**config.mk**
```make
export PLATFORM = sky130hd
export DESIGN_NAME = positional_list_insert_delete_core
export DESIGN_NICKNAME = d
export VERILOG_FILES = /design/src/rtl/core/pli_pkg.sv /design/src/rtl/core/positional_list_insert_delete_core.sv /design/src/rtl/core/pli_cell.sv
export SDC_FILE = /design/constraint.sdc
export NUM_CORES = 1
export LEC_CHECK = 0
export BUFFER_PORTS_ARGS = -buffer_cell sky130_fd_sc_hd__buf_2
export CORE_ASPECT_RATIO = 1.5
export CORE_MARGIN = 2
export CORE_UTILIZATION = 45
export CTS_CLUSTER_DIAMETER = 100
export DETAILED_ROUTE_END_ITERATION = 8
export GPL_TIMING_DRIVEN = 0
export MAX_ROUTING_LAYER = met4
export PLACE_DENSITY = 0.6
export SLEW_MARGIN = 10
export SYNTH_ARGS = -nofsm -noshare
export SYNTH_HDL_FRONTEND = slang
export SYNTH_SLANG_ARGS = --single-unit
export TNS_END_PERCENT = 20
```
**constraint.sdc**
```tcl
create_clock -name clk -period 4.7 [get_ports clk]
set_input_delay 0.235 -clock clk [delete_from_list [all_inputs] [get_ports clk]]
set_output_delay 0.235 -clock clk [all_outputs]
set_load 0.05 [all_outputs]
```
**src/rtl/core/pli_pkg.sv**
```systemverilog
// Shared types, codes and constants of the positional list core.
package pli_pkg;

	// Widths of the item fields.
	localparam int OP_W   = 3;
	localparam int VAL_W  = 32;
	localparam int POS_W  = 6;
	localparam int STAT_W = 2;

	// Default number of list cells.
	localparam int DEPTH_DEFAULT = 16;

	typedef logic signed [VAL_W-1:0] elem_t;
	typedef logic [OP_W-1:0]         op_t;
	typedef logic [POS_W-1:0]        pos_t;
	typedef logic [STAT_W-1:0]       status_t;

	// Command codes of the input item.
	localparam op_t OP_INSERT     = 3'd0;
	localparam op_t OP_DEL_FIRST  = 3'd1;
	localparam op_t OP_DEL_AT     = 3'd2;
	localparam op_t OP_DEL_LAST   = 3'd3;
	localparam op_t OP_DISPLAY    = 3'd4;

	// Status codes of the result item.
	localparam status_t ST_OK     = 2'd0;
	localparam status_t ST_BADPOS = 2'd1;
	localparam status_t ST_EMPTY  = 2'd2;
	localparam status_t ST_FULL   = 2'd3;

	// Commands broadcast to every cell of the chain.
	typedef logic [1:0] cell_cmd_t;
	localparam cell_cmd_t CMD_HOLD   = 2'd0;
	localparam cell_cmd_t CMD_INSERT = 2'd1;
	localparam cell_cmd_t CMD_REMOVE = 2'd2;
	localparam cell_cmd_t CMD_ROTATE = 2'd3;

	// Control bundle from the sequencer to the cells.
	typedef struct packed {
		cell_cmd_t cmd;
		pos_t      pos;
		pos_t      last_idx;
	} cell_ctrl_t;

endpackage

```
**src/rtl/core/positional_list_insert_delete_core.sv**
```systemverilog
// Top level of the positional list core: command sequencer and chain of cells.
// The list lives in a row of DEPTH cells, element k in cell k. Insert and delete
// at a position shift the cells at and beyond the position by one place; delete
// last only lowers the count. Insert and each delete give one status item.
// Display rotates the chain left one place per cycle while the output register
// can take an item and emits cell 0 each time; an empty list gives one empty
// status instead. No new item is accepted until the final element (marked by
// last) has gone into the output register. A one-item output register parts the
// two channels. Operation codes 5 to 7 are accepted and give no result.
module positional_list_insert_delete_core #(
	parameter int DEPTH = pli_pkg::DEPTH_DEFAULT
) (
	input  logic              clk,
	input  logic              arst_n,
	input  logic              in_valid,
	output logic              in_ready,
	input  pli_pkg::op_t      operation,
	input  pli_pkg::elem_t    value,
	input  pli_pkg::pos_t     position,
	output logic              out_valid,
	input  logic              out_ready,
	output pli_pkg::elem_t    element,
	output pli_pkg::status_t  status,
	output logic              last
);
	import pli_pkg::*;

	localparam int CW = $clog2(DEPTH + 1);

	logic          busy_q;
	logic [CW-1:0] count_q;
	logic [CW-1:0] rem_q;
	logic          out_valid_q;
	elem_t         element_q;
	status_t       status_q;
	logic          last_q;

	logic          slot_free;
	logic          accept;
	logic          step;
	logic [POS_W:0] pos_x;
	logic [POS_W:0] cnt_x;
	logic          empty;
	logic          full;
	logic [CW-1:0] cnt_m1;

	cell_ctrl_t    ctrl;
	elem_t         new_val;
	elem_t         cell_val [DEPTH];

	logic          emit_status;
	status_t       emit_code;
	logic          cnt_inc;
	logic          cnt_dec;
	logic          start_disp;

	assign slot_free = !out_valid_q || out_ready;
	assign in_ready  = !busy_q && slot_free;
	assign accept    = in_valid && in_ready;
	assign step      = busy_q && slot_free;

	assign pos_x  = {1'b0, position};
	assign cnt_x  = (POS_W + 1)'(count_q);
	assign empty  = (count_q == '0);
	assign full   = (count_q == CW'(DEPTH));
	assign cnt_m1 = count_q - CW'(1);

	// Decode the accepted command into a cell command and a status item.
	always_comb begin
		ctrl.cmd      = CMD_HOLD;
		ctrl.pos      = position;
		ctrl.last_idx = POS_W'(cnt_m1);
		new_val       = value;
		emit_status   = 1'b0;
		emit_code     = ST_OK;
		cnt_inc       = 1'b0;
		cnt_dec       = 1'b0;
		start_disp    = 1'b0;
		if (step) begin
			ctrl.cmd = CMD_ROTATE;
			new_val  = cell_val[0];
		end else if (accept) begin
			unique case (operation)
				OP_INSERT: begin
					emit_status = 1'b1;
					if (pos_x > cnt_x) begin
						emit_code = ST_BADPOS;
					end else if (full) begin
						emit_code = ST_FULL;
					end else begin
						ctrl.cmd = CMD_INSERT;
						cnt_inc  = 1'b1;
					end
				end
				OP_DEL_FIRST: begin
					emit_status = 1'b1;
					if (empty) begin
						emit_code = ST_EMPTY;
					end else begin
						ctrl.cmd = CMD_REMOVE;
						ctrl.pos = '0;
						cnt_dec  = 1'b1;
					end
				end
				OP_DEL_AT: begin
					emit_status = 1'b1;
					if (empty) begin
						emit_code = ST_EMPTY;
					end else if (pos_x >= cnt_x) begin
						emit_code = ST_BADPOS;
					end else begin
						ctrl.cmd = CMD_REMOVE;
						cnt_dec  = 1'b1;
					end
				end
				OP_DEL_LAST: begin
					emit_status = 1'b1;
					if (empty) begin
						emit_code = ST_EMPTY;
					end else begin
						cnt_dec = 1'b1;
					end
				end
				OP_DISPLAY: begin
					if (empty) begin
						emit_status = 1'b1;
						emit_code   = ST_EMPTY;
					end else begin
						start_disp = 1'b1;
					end
				end
				default: begin
					emit_status = 1'b0;
				end
			endcase
		end
	end

	// Chain of cells, each seeing its neighbors; the end cells see zero in place of a missing one.
	for (genvar i = 0; i < DEPTH; i++) begin : g_cell
		elem_t left_val;
		elem_t right_val;
		if (i == 0) begin : g_first
			assign left_val = '0;
		end else begin : g_mid_l
			assign left_val = cell_val[i-1];
		end
		if (i == DEPTH - 1) begin : g_end
			assign right_val = '0;
		end else begin : g_mid_r
			assign right_val = cell_val[i+1];
		end
		pli_cell #(
			.INDEX(i)
		) u_cell (
			.clk      (clk),
			.ctrl     (ctrl),
			.left_val (left_val),
			.right_val(right_val),
			.new_val  (new_val),
			.data     (cell_val[i])
		);
	end

	// Element count and display sequencing.
	always_ff @(posedge clk or negedge arst_n) begin
		if (!arst_n) begin
			busy_q  <= 1'b0;
			count_q <= '0;
			rem_q   <= '0;
		end else begin
			if (cnt_inc) begin
				count_q <= count_q + CW'(1);
			end else if (cnt_dec) begin
				count_q <= cnt_m1;
			end
			if (start_disp) begin
				busy_q <= 1'b1;
				rem_q  <= count_q;
			end else if (step) begin
				rem_q <= rem_q - CW'(1);
				if (rem_q == CW'(1)) begin
					busy_q <= 1'b0;
				end
			end
		end
	end

	// Output valid flag.
	always_ff @(posedge clk or negedge arst_n) begin
		if (!arst_n) begin
			out_valid_q <= 1'b0;
		end else if (step || emit_status) begin
			out_valid_q <= 1'b1;
		end else if (out_ready) begin
			out_valid_q <= 1'b0;
		end
	end

	// Output payload register.
	always_ff @(posedge clk) begin
		if (step) begin
			element_q <= cell_val[0];
			status_q  <= ST_OK;
			last_q    <= (rem_q == CW'(1));
		end else if (emit_status) begin
			element_q <= '0;
			status_q  <= emit_code;
			last_q    <= 1'b1;
		end
	end

	assign out_valid = out_valid_q;
	assign element   = element_q;
	assign status    = status_q;
	assign last      = last_q;

endmodule

```
**src/rtl/core/pli_cell.sv**
```systemverilog
// One storage cell of the list chain, holding the element at a fixed index.
module pli_cell #(
	parameter int INDEX = 0
) (
	input  logic               clk,
	input  pli_pkg::cell_ctrl_t ctrl,
	input  pli_pkg::elem_t     left_val,
	input  pli_pkg::elem_t     right_val,
	input  pli_pkg::elem_t     new_val,
	output pli_pkg::elem_t     data
);
	import pli_pkg::*;

	localparam pos_t IDX = POS_W'(INDEX);

	elem_t data_q;

	// Shift, load or wrap the element according to the broadcast command.
	always_ff @(posedge clk) begin
		unique case (ctrl.cmd)
			CMD_HOLD: begin
				data_q <= data_q;
			end
			CMD_INSERT: begin
				if (IDX > ctrl.pos) begin
					data_q <= left_val;
				end else if (IDX == ctrl.pos) begin
					data_q <= new_val;
				end
			end
			CMD_REMOVE: begin
				if (IDX >= ctrl.pos) begin
					data_q <= right_val;
				end
			end
			CMD_ROTATE: begin
				if (IDX == ctrl.last_idx) begin
					data_q <= new_val;
				end else begin
					data_q <= right_val;
				end
			end
			default: begin
				data_q <= data_q;
			end
		endcase
	end

	assign data = data_q;

endmodule

```
==> impl_results.md <==
* Largest net degree at the start of global routing at 34
* Setup Buffers After CTS at 0
* Status: complete, but fails checks
* Drc violations at 0
* Syn Inst Count at 2789
* Pleak at around 12 nW
* Hold slack final at 22.94 ps
* Worst reg2reg path depth at 11
* Mean Syn Cell Area at 11.10 um2
* Area leader, netlist: edfxtp_1
* Worst hold path depth at 3
* Die width at roughly 220 um
* CP Launch Type: flip-flop
* Tmin final at 4607 ps
* Synth Flop Type: edfxtp_1
* Area delta synth->final at 12.87%
* CP max stage delay at ~900 ps
* Sequential element share of the synthesized area at 0.5397
* Layout cell share with drive strength beyond 1 at 0.1386
* Syn nets at 2847
* Type of the most critical hold path: input pin to flip-flop
* CTS tree: done
* Root Driver: clkbuf_16
* Most frequent CP cell: buf_2
* Cts bufs inserted at 57
* Worst-margin pin slew at approximately 1500 ps
* DIE HEIGHT at 325.2 um
* Starting Density at 0.4557
* Vias at 29780
* Netlist Area Pre-Place at 0.03096 mm2
* Relative slew slack at 0.01228
* Final setup violating endpoints at 0
* Slowest cell on crit path: o211ai_2
* IO Pins at 82
* CP top delay family: buffers and inverters
* Peak VDD IR at 0.4863 mV
* Critical path type: flip-flop to flip-flop
* Final Slew Violations at 0
* Register bit count reported by yosys at 559
* Post-DRT Antenna Nets at 0
* Core box area at slightly below 0.07 mm2
* Clock-pin slew reported for the worst setup and hold paths after clock tree synthesis at 60 ps
* Failing checks: max-capacitance violations
* Power density cells at 849.2 mW/mm2
* Die ar. at 0.07095 mm2
* Max-Cap Viols at 1
* Initial DRC Count at 4211
* Per-cell routed wire length at 41.04 um
* Port bufs at 80
* R2R Path Start: count_q[2]
* Share of the synthesized area in the top cell type at 0.5287
* Worst EP arrival at a little under 5000 ps
* Global route total overflow at 0
* Final hold violation count at 0
* Required time worst endpoint at roughly 5100 ps
* Hold Startpoint: value[26]
* Critical Path Sink Type: flip-flop
* CP bufs+invs at 5
* Largest cells by area after synthesis: edfxtp_1, a221o_1, a211oi_1
* Global-route wire length before repair at 219000 um
* YS warnings at 0
* CP Max Fanout at 11
* Hold Crit Endpoint: g_cell[0].u_cell.data[26]
* Initial antenna violation count at 2
* Crit-path cells: buf_2, inv_1, ha_1, a21o_1, a211oi_2, o21ai_1, o211ai_2, buf_2, buf_2, buf_2, o22ai_1
* Htree depth at 2
* Overall Global Routing Usage at 0.4538
* Period utilization at 0.9803
* Async set-reset flop share out of synthesis at 0.02147
* Routed vias/inst at 7.653
* DRT Pass-1 Iters at 8
* Distinct cells, synth at 69
* Max clock buf depth at 3
* Post-synth EDFFs at about 550
* Layout filler cell count at 6192
* Final Core Density at 0.5144
* Clock sink count at 559
* RSZ-0062 raised after global routing: false
* Fmax at 217.0 MHz
* Vias in the first global route at 29280
* DP HPWL at 122400 um
* Final Net Count at 3006
* Clock Latency Late Sink at 670 ps
* Rows at 117
* Reg2Reg Capture Point: g_cell[15].u_cell.data[25]
* GPL Wtd Cong at 1.035
* Final WL at 159700 um
* Layout Skew at 19.58 ps
* R2r setup slk at 90 ps
per-layer routing:
metal | track usage | wire length, um
met2 | 0.6946 | 72550
met1 | 0.4931 | 51990
met4 | 0.4246 | 19320
met3 | 0.08574 | 15830
met5 | - | 0
how the worst max path moves through the flow:
stage               start                         end  slack, ps  cells past startpoint
2_1_floorplan  count_q[2]   g_cell[12].u_cell.data[0]       -370                     12
3_3_place_gp   count_q[0]    g_cell[3].u_cell.data[8]      -3610                     10
3_5_place_dp   count_q[2]    g_cell[3].u_cell.data[8]       -210                     13
4_1_cts        count_q[2]    g_cell[3].u_cell.data[9]        170                     12
5_1_grt        count_q[0]   g_cell[4].u_cell.data[28]         30                     10
6_report       count_q[2]  g_cell[15].u_cell.data[25]         90                     11
flip-flops by register name, summed over array words and instances, names as in the netlist:
register and flops:
g_cell.u_cell.data 512, element 32, count_q 5, rem_q 5, status 2, busy_q 1
last 1, out_valid 1
layout by cell type (no fill, tap or decap), types with 19 or more instances in the layout:
cell / instances
and3_1: 34
clkbuf_16: 57
o21a_1: 32
clkbuf_1: 179
o22a_1: 32
a221o_1: 418
inv_1: 46
nor2_1: 439
o22ai_1: 32
a22oi_1: 32
buf_1: 21
a211oi_1: 417
a21oi_2: 29
nand2_1: 99
buf_2: 240
edfxtp_1: 545
o21ai_0: 97
a21oi_1: 27
o21ai_1: 19
Yosys cell counts (4+ instances only):
cell type / count
buf_2: 159
a211oi_1: 417
nor3_1: 10
o21a_1: 32
dfrtp_1: 12
a21oi_2: 29
clkbuf_1: 163
a221o_1: 418
o21ai_0: 110
or2_2: 5
o21ai_1: 19
nor2_1: 439
buf_4: 7
o22ai_1: 32
xnor2_1: 7
nand2_1: 100
o22a_1: 32
edfxtp_1: 545
ha_1: 13
and3_1: 34
buf_1: 22
a22oi_1: 34
inv_1: 46
nand3_1: 8
a21oi_1: 27
a31oi_1: 4
through the flow:
stage / std cells / power (mW) / setup WS [ps] / area [um2] / TNS [ps]
detailed placement: 3780 / 24.05 / -209.9 / 33060 / -11670
CTS: 3887 / 28.93 / 167.7 / 34930 / 0
global route: 3890 / 30.14 / 30.95 / 34940 / 0
finish: 3891 / 29.67 / 92.53 / 34940 / 0
global placement: 3761 / 23.64 / -3605 / 32470 / -1272940
floorplan: 2789 / 17.93 / -370.3 / 30960 / -138190
kinds of logic after synthesis:
group                      after synthesis  share of synthesized area
AOI/OAI and AO/OA                     1184                     0.3113
and+or+nand+nor                        626                    0.08516
DFF                                    559                     0.5397
buffers and inverters                  397                    0.05541
adders and majority gates               13                   0.005255
xor gates and xnor gates                 8                   0.002506
muxes                                    2                  0.0006467
worst reg2reg max path, cell delays in order, from the launching register on:
cell	delay (ps)
dfrtp_1	380
buf_2	280
inv_1	170
ha_1	210
a21o_1	180
a211oi_2	270
o21ai_1	280
o211ai_2	880
buf_2	620
buf_2	500
buf_2	410
o22ai_1	130
power by group:
| part | internal (mW) | leakage (nW) | switching, mW |
|---|---|---|---|
| registers | 9.05 | 5.32 | 1.99 |
| clock network | 2.67 | 0.907 | 2.23 |
| logic | 4.30 | 5.96 | 9.42 |
repair_timing:
item / in CTS / in global routing
hold buffers: 2 / 0
setup endpoints to repair: 190 / 0
hold endpoints to repair: 13 / 0
gates resized for setup: 1 / 0
final cells by class:
cell class	count	area (um2)	area share
timing repair buffer	101	832.0	0.02381
clock buffer	78	1535	0.04394
sequential	559	16710	0.4781
clock inverter	28	319.1	0.009131
inverter	46	172.7	0.004942
tap	892	1116	0.03194
buffer	350	1544	0.04419
antenna	4	10.01	0.0002865
multi-input combinational	1833	12710	0.3636
(Power assumes the default switching activity.)
